## src/vtpm_pkg.sv

```systemverilog
// Shared types and constants for the voice table priority match unit.
// No dependencies; every other file in src/ uses this package.
package vtpm_pkg;

   // Request codes. Codes 6 and 7 carry no meaning and are served as failed finds.
   typedef enum logic [2:0] {
      REQ_APPEND    = 3'd0,
      REQ_MARK      = 3'd1,
      REQ_TRUNCATE  = 3'd2,
      REQ_SCORED    = 3'd3,
      REQ_EXCLUSIVE = 3'd4,
      REQ_DRUM      = 3'd5
   } req_kind_type;

   typedef enum logic [1:0] {
      S_IDLE,
      S_SCAN,
      S_FLUSH,
      S_FINISH
   } seq_state_type;

   localparam logic STATUS_OK   = 1'b0;
   localparam logic STATUS_FULL = 1'b1;

   // Bank high byte from which a scored find may fall back to a drum match.
   localparam logic [7:0] DRUM_BANK_MIN = 8'd125;
   // Exclusive find compares the program on its low seven bits only.
   localparam int PROG_LOW_BITS = 7;

   typedef struct packed {
      req_kind_type req_type;
      logic [7:0]   bank_hi;
      logic [7:0]   bank_lo;
      logic [7:0]   program_req;
      logic [7:0]   entry_drum_note;
      logic         entry_is_fm;
      logic [7:0]   query_note;
   } vtpm_req_type;

   typedef struct packed {
      logic       found;
      logic [7:0] entry_index;
      logic       status;
      logic [8:0] entry_count;
   } vtpm_rsp_type;

   // One stored voice key, 33 bits.
   typedef struct packed {
      logic       is_fm;
      logic [7:0] msb;
      logic [7:0] lsb;
      logic [7:0] prog;
      logic [7:0] drum;
   } vtpm_entry_type;

   // Control from the sequencer to the match evaluator.
   typedef struct packed {
      logic         clear;
      logic         sample;
      req_kind_type mode;
   } vtpm_eval_ctl_type;

endpackage

```

## src/vtpm_match_eval.sv

```systemverilog
// Match evaluator: judges one entry per cycle and keeps the running winners of a scan.
// Depends on vtpm_pkg for the request, entry and control types.
module vtpm_match_eval #(
   parameter int IDX_W = 8
) (
   input  logic                      clock,
   input  logic                      reset,
   input  vtpm_pkg::vtpm_eval_ctl_type ctl,
   input  vtpm_pkg::vtpm_req_type     query,
   input  vtpm_pkg::vtpm_entry_type   entry,
   input  logic [IDX_W-1:0]          entry_idx,
   output logic                      found,
   output logic [IDX_W-1:0]          found_idx
);

   localparam int PROG_LOW_BITS_M1 = vtpm_pkg::PROG_LOW_BITS - 1;

   // The score is the three-bit vector {bank high, bank low, drum} of match bits, so a
   // higher term always outweighs all lower ones together.
   logic             best_have_ff, best_have_in;
   logic [2:0]       best_score_ff, best_score_in;
   logic [IDX_W-1:0] best_idx_ff, best_idx_in;
   logic             fb_have_ff, fb_have_in;
   logic [IDX_W-1:0] fb_idx_ff, fb_idx_in;
   logic             hit_have_ff, hit_have_in;
   logic [IDX_W-1:0] hit_idx_ff, hit_idx_in;
   logic             zero_have_ff, zero_have_in;
   logic [IDX_W-1:0] zero_idx_ff, zero_idx_in;

   logic       drum_eq;
   logic       drum_hit;
   logic       prog_ok;
   logic       excl_ok;
   logic [2:0] score;

   always_comb begin
      drum_eq  = entry.drum == query.query_note;
      drum_hit = entry.is_fm && (entry.drum != 8'd0) && drum_eq;
      prog_ok  = entry.is_fm && (entry.prog == query.program_req);
      excl_ok  = entry.is_fm && (entry.msb == query.bank_hi) &&
                 (entry.lsb == query.bank_lo) &&
                 (entry.prog[PROG_LOW_BITS_M1:0] == query.program_req[PROG_LOW_BITS_M1:0]);
      score    = {entry.msb == query.bank_hi, entry.lsb == query.bank_lo,
                  (entry.drum != 8'd0) && drum_eq};

      best_have_in  = best_have_ff;
      best_score_in = best_score_ff;
      best_idx_in   = best_idx_ff;
      fb_have_in    = fb_have_ff;
      fb_idx_in     = fb_idx_ff;
      hit_have_in   = hit_have_ff;
      hit_idx_in    = hit_idx_ff;
      zero_have_in  = zero_have_ff;
      zero_idx_in   = zero_idx_ff;

      if (ctl.clear) begin
         best_have_in = 1'b0;
         fb_have_in   = 1'b0;
         hit_have_in  = 1'b0;
         zero_have_in = 1'b0;
      end else if (ctl.sample) begin
         unique case (ctl.mode)
            vtpm_pkg::REQ_SCORED: begin
               if (prog_ok && (!best_have_ff || score > best_score_ff)) begin
                  best_have_in  = 1'b1;
                  best_score_in = score;
                  best_idx_in   = entry_idx;
               end
               if (drum_hit && !fb_have_ff) begin
                  fb_have_in = 1'b1;
                  fb_idx_in  = entry_idx;
               end
            end
            vtpm_pkg::REQ_EXCLUSIVE: begin
               if (excl_ok && drum_hit && !hit_have_ff) begin
                  hit_have_in = 1'b1;
                  hit_idx_in  = entry_idx;
               end
               if (excl_ok && (entry.drum == 8'd0) && !zero_have_ff) begin
                  zero_have_in = 1'b1;
                  zero_idx_in  = entry_idx;
               end
            end
            vtpm_pkg::REQ_DRUM: begin
               if (entry.is_fm && drum_eq && !hit_have_ff) begin
                  hit_have_in = 1'b1;
                  hit_idx_in  = entry_idx;
               end
            end
            default: begin
            end
         endcase
      end
   end

   always_ff @(posedge clock) begin
      if (reset) begin
         best_have_ff <= 1'b0;
         fb_have_ff   <= 1'b0;
         hit_have_ff  <= 1'b0;
         zero_have_ff <= 1'b0;
      end else begin
         best_have_ff <= best_have_in;
         fb_have_ff   <= fb_have_in;
         hit_have_ff  <= hit_have_in;
         zero_have_ff <= zero_have_in;
      end
   end

   always_ff @(posedge clock) begin
      best_score_ff <= best_score_in;
      best_idx_ff   <= best_idx_in;
      fb_idx_ff     <= fb_idx_in;
      hit_idx_ff    <= hit_idx_in;
      zero_idx_ff   <= zero_idx_in;
   end

   always_comb begin
      found     = 1'b0;
      found_idx = '0;
      unique case (ctl.mode)
         vtpm_pkg::REQ_SCORED: begin
            if (best_have_ff) begin
               found     = 1'b1;
               found_idx = best_idx_ff;
            end else if ((query.bank_hi >= vtpm_pkg::DRUM_BANK_MIN) && fb_have_ff) begin
               found     = 1'b1;
               found_idx = fb_idx_ff;
            end
         end
         vtpm_pkg::REQ_EXCLUSIVE: begin
            if (hit_have_ff) begin
               found     = 1'b1;
               found_idx = hit_idx_ff;
            end else if (zero_have_ff) begin
               found     = 1'b1;
               found_idx = zero_idx_ff;
            end
         end
         vtpm_pkg::REQ_DRUM: begin
            if (hit_have_ff) begin
               found     = 1'b1;
               found_idx = hit_idx_ff;
            end
         end
         default: begin
         end
      endcase
   end

endmodule
```

## config.mk

```make
export PLATFORM = sky130hd
export DESIGN_NAME = vtpm_match_eval
export DESIGN_NICKNAME = d
export VERILOG_FILES = /design/src/vtpm_pkg.sv /design/src/vtpm_match_eval.sv
export SDC_FILE = /design/constraint.sdc
export NUM_CORES = 1
export LEC_CHECK = 0
export ABC_AREA = 1
export BUFFER_PORTS_ARGS = -buffer_cell sky130_fd_sc_hd__buf_4
export CAP_MARGIN = 5
export CORE_UTILIZATION = 51
export DETAILED_ROUTE_END_ITERATION = 10
export GPL_TIMING_DRIVEN = 1
export PLACE_DENSITY_LB_ADDON = 0.05
export SKIP_LAST_GASP = 1
export SLEW_MARGIN = 20
export SYNTH_ARGS = -nofsm -noshare
export SYNTH_HDL_FRONTEND = slang
export SYNTH_SLANG_ARGS = --single-unit
export TNS_END_PERCENT = 1
```

## constraint.sdc

```tcl
create_clock -name clock -period 4.9 [get_ports clock]
set_input_delay 0.98 -clock clock [delete_from_list [all_inputs] [get_ports clock]]
set_output_delay 0.98 -clock clock [all_outputs]
set_load 0.005 [all_outputs]
```

== After elaboration in Yosys (flattened, before gate mapping) ==
Index checks and enable logic that the tools add are counted.
Word-level totals
  ROM bits: 0
  flip-flop bits (word level): 39
  latch bits: 0
  input port bits: 92
  output and inout bits: 9
  bits in writable memories: 0
  memories: 0
Operators by class
  multiply operators: 0
  reductions and logical operators: 33
  divide/modulo/power cells: 0
  multiplexer cells: 18
  eq/ne operators: 10
  bitwise operators: 1
  order comparisons: 2
  $add $sub $neg: 0
  shift-type cells: 0
Operators with widths (number)
  $mux 8: 7
  $eq 8x8->1: 4
  $pmux 8 s3: 1
  $logic_and 1x1->1: 16
  $pmux 8 s2: 1
  $reduce_and 4->1: 4
  $reduce_and 3->1: 3
  $ge 8x7->1 const B: 1
  $logic_not 8->1: 1
  $reduce_bool 8->1: 1
  $eq 7x7->1: 1
  $mux 1: 7
  $eq 3x3->1 const B: 2
  $reduce_and 5->1: 1
  $logic_not 1->1: 4
  $ne 2x2->1 const B: 2
  $eq 3x2->1 const B: 1
  $gt 3x3->1: 1
  $pmux 1 s3: 1
  $pmux 1 s2: 1
  $reduce_bool 2->1: 1
  $reduce_or 2->1: 1
  $logic_or 1x1->1: 1
  $not 1->1: 1

== Longest topological paths before layout ==
Gate-level depths: netlist (run 1).
  depth after elaboration: 8
  mapped depth: 12
  mapped depth without buffers: 12

== Worst setup path before layout (run 1) ==
Ideal clock, no wire load.
  path kind: input to register
  from: input entry[1] (netlist bit)
  to: register best_idx_ff[0] (enable)
  data required time: 4.514 ns
  slack: 1.816 ns
  arrival time: 2.699 ns
  cell stages on the path: 8
  buffers on the path: 0
  path through: nor3_1 -> nor3b_1 -> nor2_1 -> inv_1 -> ha_1 -> nor3_1 -> o211ai_1 -> a31oi_1
Between the ends
  word-level cells in the longest chain between the ends: 6
  elaborated cells on any way between the ends: 7
Ends and longest elaborated chain
  start, declared: line vtpm_match_eval.sv:10  | input vtpm_pkg::vtpm_entry_type entry,
  $eq 8x8->1 or $reduce_bool 8->1 (tied branches): line vtpm_match_eval.sv:37, vtpm_match_eval.sv:44
  $logic_and 1x1->1 *: line vtpm_match_eval.sv:44  | (entry.drum != 8'd0) && drum_eq};
  named net score[0]: line vtpm_match_eval.sv:34  | logic [2:0] score;
  $gt 3x3->1 *: line vtpm_match_eval.sv:64  | if (prog_ok && (!best_have_ff || score > best_score_ff)) begin
  $logic_or 1x1->1 *: line vtpm_match_eval.sv:64
  $logic_and 1x1->1 *: line vtpm_match_eval.sv:64
  $reduce_and 4->1 (no source line) *
  end signal, assigned: line vtpm_match_eval.sv:112  | best_idx_ff <= best_idx_in;
  end, declared: line vtpm_match_eval.sv:22  | logic [IDX_W-1:0] best_idx_ff, best_idx_in;
The timed path passes the listed nets; every way through them passes the cells marked *.
A chain may end at the register's enable or synchronous reset.

== Worst setup path in the final report (run 1) ==
  from: input query[34] (netlist bit)
  to: output found_idx[5]
Between the ends
  word-level cells in the longest chain between the ends: 5
Ends and longest elaborated chain
  start, declared: line vtpm_match_eval.sv:9  | input vtpm_pkg::vtpm_req_type query,
  $ge 8x7->1: line vtpm_match_eval.sv:126  | end else if ((query.bank_hi >= vtpm_pkg::DRUM_BANK_MIN) && fb_have_ff) begin
  $logic_and 1x1->1: line vtpm_match_eval.sv:126
  $mux 8: line vtpm_match_eval.sv:126
  $mux 8: line vtpm_match_eval.sv:123  | if (best_have_ff) begin
  $pmux 8 s3: line vtpm_match_eval.sv:121  | unique case (ctl.mode)
  end, declared: line vtpm_match_eval.sv:13  | output logic [IDX_W-1:0] found_idx
Every way passes these cells.

==> impl_results.md, run 1 <==
* Die span in x at 68.3 um
* Worst setup EP type: output pin
* Antenna cell count at 0
* Crit path DAT at between 2000 and 2500 ps
* Initial Utilization at 0.544
* Post-layout net count at about 470
* CP Launch Type: input pin
* PwrDens at 237 mW/mm^2
* Clock root cell: clkbuf_8
* Fin util at 0.748
* # rows at 23
* Worst Hold End: fb_have_ff
* Die height at 68.3 um
* P_sw at between 0.15 and 0.2 mW
* Distinct cells, synth at 27
* Worst clock skew at approximately 7.0 ps
* Sequential share of the synthesized area at 0.505
* Tot GR Track Use at 0.237
* # IOs at between 100 and 150
* Tcrit/Tclk final at 0.643
* Clock latency on the worst-skew pair at a little under 300 ps
* Clock power share at 0.362
* Met2 wire length at 2.69 mm
* Net count after synthesis at 371
* Synthesized area at 0.00224 sq mm
* Status: finished, final reports clean
* Post-CTS Hold Fix Bufs at 0
* Pin count of the biggest net entering global routing at 14
* Die area at 0.00466 sq mm
* Worst reg2reg path endpoint: hit_idx_ff[7]
* DRC violations left at 0
* Hold depth at 2
* Final cell count without fillers at ~420
* CTS buffer count at 5
* ANT nets after route at 0
* WL met3 at 393 um
* Clock tree buffer depth at 2
* R2r worst-path depth at 7
* Area Overhead vs Synth at 37.4%
* Crit-path slowest cell: o31ai_1
* Seq pwr share at 0.497
* RSZ-0062 raised after global routing: no
* CP most frequent cell: nand2_1
* DR WL/cell at 12.1 um
* Vias at roughly 2100
* Final setup viols at 0
* Core box area at 0.00412 sq mm
* Cell Chain, Critical Path: buf_4 > o211ai_1 > o21ai_0 > nand2_1 > nand2_1 > nand2_1 > o31ai_1 > buf_4
* Setup Buffers After CTS at 0
* Cells resized by post-CTS repair at 0
* Final setup TNS at 0 ps
* Vias per cell at slightly below 5
* Avg Cell Area, Syn at 8.06 sq um
* Vias in the first global route at 1937
* Net Sw Frac at 0.215
* Crit Path Class: input pin to output pin
* CTS tree: built
* Logic pwr share at 0.141
* WL met1 at approximately 2 mm
* Max_slew headroom at 0.473
* Final Hold Vio Count at 0
* Max-slew violations at 0
* Layout cells sized above 1 at 0.291
* Hold_ws at approximately 470 ps
* Final HPWL DP at 3.98 mm
* Worst hold start: fb_have_ff
* First-pass GRT wire length at 7.85 mm
* Leakage at 1.46 nW
* Min-delay worst type: register to register
* Final GP Congestion at roughly 0.85
* Worst-path clk slew at 80 ps
* Min Clock Period, post-route at 3150 ps
* Gate Count Post-Synth at approximately 280
* WP buf/inv at 2
* Critical Path RT at 3920 ps
* Max layer used: met4
* Most common cell after layout, fill and taps aside: buf_4
* Initial antenna violation count at 0
* Worst-Margin Slew at 787 ps
* Power Internal at 0.573 mW
* FF-to-FF Start: hit_have_ff
* Worst path max stage delay at 230 ps
* Peak Freq at 0.317 GHz
* H-tree depth at 2
* Reg2reg setup slack at 3170 ps
* Seq cells post-synth at 39
* TritonRoute pass-1 iters at 4
* CP Max Fanout at 6
* Worst VDD drop at 0.271 mV
* Dpl cells at approximately 420
* Max Cap Viol at 0
* Clk sink count at 39
* Initial DRC Count at 70
* I/O Buffers at 88
* Final wirelength at 5.13 mm
* Synth Warn # at 0
* CP top delay family: compound AO/OA/AOI/OAI gates
* GRT overflow at 0
* Most frequent cells in the layout: buf_4 (89), nand2_1 (85), nor2_1 (45)
-- state kept, by name, summed over array words and instances, names as in the netlist --
name / cells
hit_idx_ff: 8
best_have_ff: 1
fb_have_ff: 1
best_idx_ff: 8
zero_idx_ff: 8
best_score_ff: 3
hit_have_ff: 1
fb_idx_ff: 8
zero_have_ff: 1
-- cell usage after synthesis, drive strengths merged --
| cell type | instances | share of area |
|---|---|---|
| nand2 | 89 | 0.15 |
| nor2 | 50 | 0.098 |
| inv | 42 | 0.070 |
| edfxtp | 35 | 0.47 |
| o21ai | 11 | 0.025 |
| a32oi | 8 | 0.031 |
| xnor2 | 8 | 0.031 |
| nand3 | 6 | 0.013 |
| a21oi | 5 | 0.013 |
| nor3 | 5 | 0.011 |
| dfxtp | 4 | 0.036 |
| o31ai | 3 | 0.010 |
| or2 | 3 | 0.0084 |
| o211ai | 2 | 0.0067 |
| a31oi | 1 | 0.0028 |
| buf | 1 | 0.0022 |
| clkinv | 1 | 0.0017 |
| ha | 1 | 0.0056 |
| nand3b | 1 | 0.0034 |
| nor3b | 1 | 0.0034 |
| xor2 | 1 | 0.0039 |
-- power by group through the flow --
stage	Sequential, mW	Combinational (mW)	Clock, mW
finish	0.363	0.103	0.264
global route	0.363	0.116	0.281
CTS	0.363	0.104	0.269
detailed placement	0.370	0.103	0
global placement	0.370	0.100	0
floorplan	0.370	0.0386	0
-- worst min-delay path, delay by kind of cell (launching register included) --
kind                   cells  cell delay, ps
AOI/OAI and AO/OA          1              50
buffers and inverters      1              50
DFF                        1             330
-- kinds of logic after synthesis --
group | after synthesis | synth area share
flops | 39 | 0.505
xor+xnor | 9 | 0.0352
buf+inv | 44 | 0.0743
fa+ha+maj | 1 | 0.00559
compound gates | 30 | 0.0883
simple gates | 155 | 0.292
-- worst max path at each step --
stage / startpoint / slack (ps) / cells past startpoint / endpoint
final: query[34] / 1750 / 8 / found_idx[5]
after global routing: query[34] / 1610 / 8 / found_idx[5]
after CTS: ctl[1] / 1730 / 7 / found_idx[5]
after detailed placement: entry[4] / 1720 / 14 / best_idx_ff[2]
after global placement: query[34] / 1730 / 8 / found_idx[5]
after floorplan: entry[1] / 1820 / 8 / best_idx_ff[0]
-- per-layer routing --
layer / vias to the layer above / track usage
met5: - / 0
met2: 66 / 0.429
li1: 1082 / -
met1: 927 / 0.266
met4: 0 / 0.0859
met3: 6 / 0.0583
-- cell type report --
type	instances	area, sq um
well taps	50	62.6
clock buffers	5	68.8
inverters	43	161
multi-input cells	195	942
clock inverters	3	43.8
flip-flops and latches	39	1130
fillers	337	1040
repair buffers	89	668
-- metrics by stage --
stage          area [sq um]  total power [mW]  setup WS (ps)
4_1_cts                3080             0.735           1730
5_1_grt                3080             0.760           1610
3_5_place_dp           2970             0.474           1720
6_report               3080             0.730           1750
2_1_floorplan          2240             0.409           1820
3_3_place_gp           2970             0.470           1730
Note: power is estimated with default switching activity, not from simulation.
==> inputs of run 2 (changes only) <==
CORE_UTILIZATION = 43   (was 51)
clock period = 2.72 ns   (was 4.9 ns; I/O delays follow)
==> impl_results.md, run 2 (synthesis gave the netlist of run 1 again) <==
* Post-layout net count at 473 (+1.5%)
* CP Max Fanout at 6 (unchanged)
* Final wirelength at 5.18 mm (+0.84%)
* Vias per cell at 4.71 (-4.1%)
* Worst VDD drop at 0.385 mV (+42%)
* # rows at 25 (+8.7%)
* Worst reg2reg path endpoint: best_idx_ff[3]
* Status: finished, final reports clean
* CP Capture Point: found_idx[4]
* Cells resized by post-CTS repair at 0 (unchanged)
* Worst-path clk slew at 70 ps (about the same)
* Leakage at 1.49 nW (+2.1%)
* FILL cells at 428 (+27%)
* Max_slew headroom at 0.514 (+0.0409)
* Multi-input gate area at 942 sq um (unchanged)
* Antenna cell count at 0 (unchanged)
* Dpl cells at 440 (+5.8%)
* Area Overhead vs Synth at 40.4%
* ANT nets after route at 0 (unchanged)
* CTS buffer count at 5 (unchanged)
* Peak Freq at approximately 0.42 GHz
* Max Cap Viol at 0 (unchanged)
* Worst-Margin Slew at 726 ps (-61.1 ps)
* R2r worst-path depth at 5 (-2)
* Clock root cell: clkbuf_8
* Die area at 0.00550 sq mm (+18%)
* Most common cell after layout, fill and taps aside: buf_4
* I/O Buffers at 88 (unchanged)
* Final setup TNS at 0 ps (unchanged)
* Tot GR Track Use at 0.208 (-0.0292)
* Crit path from: query[34]
* TritonRoute pass-1 iters at 4 (unchanged)
* CP Launch Type: input pin
* Sequential Area at 0.00113 sq mm (unchanged)
* PwrDens at 414 mW/mm^2 (+74%)
* Worst clock skew at 7.69 ps (+0.722 ps)
* Crit path DAT at 1830 ps (-340 ps)
* Core box area at 0.00488 sq mm (+19%)
* Setup Buffers After CTS at 0 (unchanged)
* First-pass GRT wire length at 8.41 mm (+7.1%)
* Initial antenna violation count at 0 (unchanged)
* Min-delay worst type: input pin to register
* Vias at 2109 (+1.3%)
* DRC violations left at 0 (unchanged)
* Initial DRC Count at 104 (+49%)
* Initial Utilization at 0.459 (-0.0853)
* Pin count of the biggest net entering global routing at 13 (-1)
* Final HPWL DP at 4.08 mm (+2.5%)
* Clk sink count at 39 (unchanged)
* Final Hold Vio Count at 0 (unchanged)
* FF-to-FF Start: best_score_ff[0]
* Clock tree buffer depth at 2 (unchanged)
* Post-CTS Hold Fix Bufs at 0 (unchanged)
* Reg2reg setup slack at 1060 ps (-2110 ps)
* Clock latency on the worst-skew pair at 280 ps (about the same)
* Die span in x at 74.2 um (+8.6%)
* H-tree depth at 2 (unchanged)
* Crit Path Class: input pin to output pin
* Tcrit/Tclk final at 0.871
* Layout cells sized above 1 at 0.299 (+0.00777)
* Final cell count without fillers at 448 (+5.7%)
* Worst setup EP type: output pin
* CTS tree: built
* Min Clock Period, post-route at 2370 ps
* Vias in the first global route at 2055 (+6.1%)
* Max-slew violations at 0 (unchanged)
* Most frequent cells in the layout: buf_4 (96), nand2_1 (85), nor2_1 (45)
* Final setup viols at 0 (unchanged)
* Critical Path RT at 2180 ps (-1740 ps)
* Die height at 74.2 um (+8.6%)
* DR WL/cell at 11.6 um (-4.6%)
* GRT overflow at 0 (unchanged)
* RSZ-0062 raised after global routing: no
* Final GP Congestion at 0.746 (-12%)
* # IOs at 101 (unchanged)
[run 2: cell count changes in the layout (fill, tap and decap cells not counted)]
cell      previous run  this run
clkinv_4             1         0
clkbuf_1             0         2
clkinv_2             1         0
buf_4               89        96
[run 2: cell type report]
cell class	count	share of cell area
sequential	39	0.360
clock buffer	7	0.0243
multi-input combinational	195	0.300
timing repair buffer	96	0.229
tap	67	0.0267
inverter	43	0.0513
clock inverter	1	0.00955
[run 2: worst min-delay path by stage]
stage / from / end / slack [ps] / cells after the start
final: entry_idx[4] / hit_idx_ff[4] / 460 / 1
after floorplan: fb_have_ff / fb_have_ff / 440 / 2
after global routing: entry_idx[2] / zero_idx_ff[2] / 440 / 1
after detailed placement: fb_have_ff / fb_have_ff / 470 / 2
after CTS: entry_idx[4] / hit_idx_ff[4] / 450 / 1
after global placement: fb_have_ff / fb_have_ff / 460 / 2
[run 2: layer usage]
metal,vias to the layer above,GRT usage,share of wire
met5,-,0,0
met4,0,0.0598,0.011
met3,7,0.0407,0.049
met2,56,0.379,0.51
met1,946,0.247,0.43
li1,1100,-,-
[run 2: metrics by stage]
stage | total power [mW] | hold slack, ps | utilization | area (sq um) | setup WS [ps]
final | 1.30 | 457 | 0.645 | 3150 | 350
after global routing | 1.36 | 441 | 0.645 | 3150 | 195
after CTS | 1.31 | 448 | 0.645 | 3150 | 300
after detailed placement | 0.854 | 470 | 0.623 | 3040 | 141
after global placement | 0.849 | 461 | 0.623 | 3040 | 179
after floorplan | 0.737 | 443 | - | 2240 | 71.6
[run 2: report_power, final]
part           total (mW)  switching [mW]  leakage (nW)  internal, mW
registers           0.654        0.000703         0.341         0.653
clock network       0.462           0.188        0.0524         0.274
logic               0.185          0.0774          1.10         0.107
total                1.30           0.266          1.49          1.03
[run 2: critical path: stages]
cell      delay [ps]
buf_4             90
o211ai_1         100
o21ai_0          240
nand2_1          220
nand2_1          100
nand2_1          130
o31ai_1          250
buf_4            150
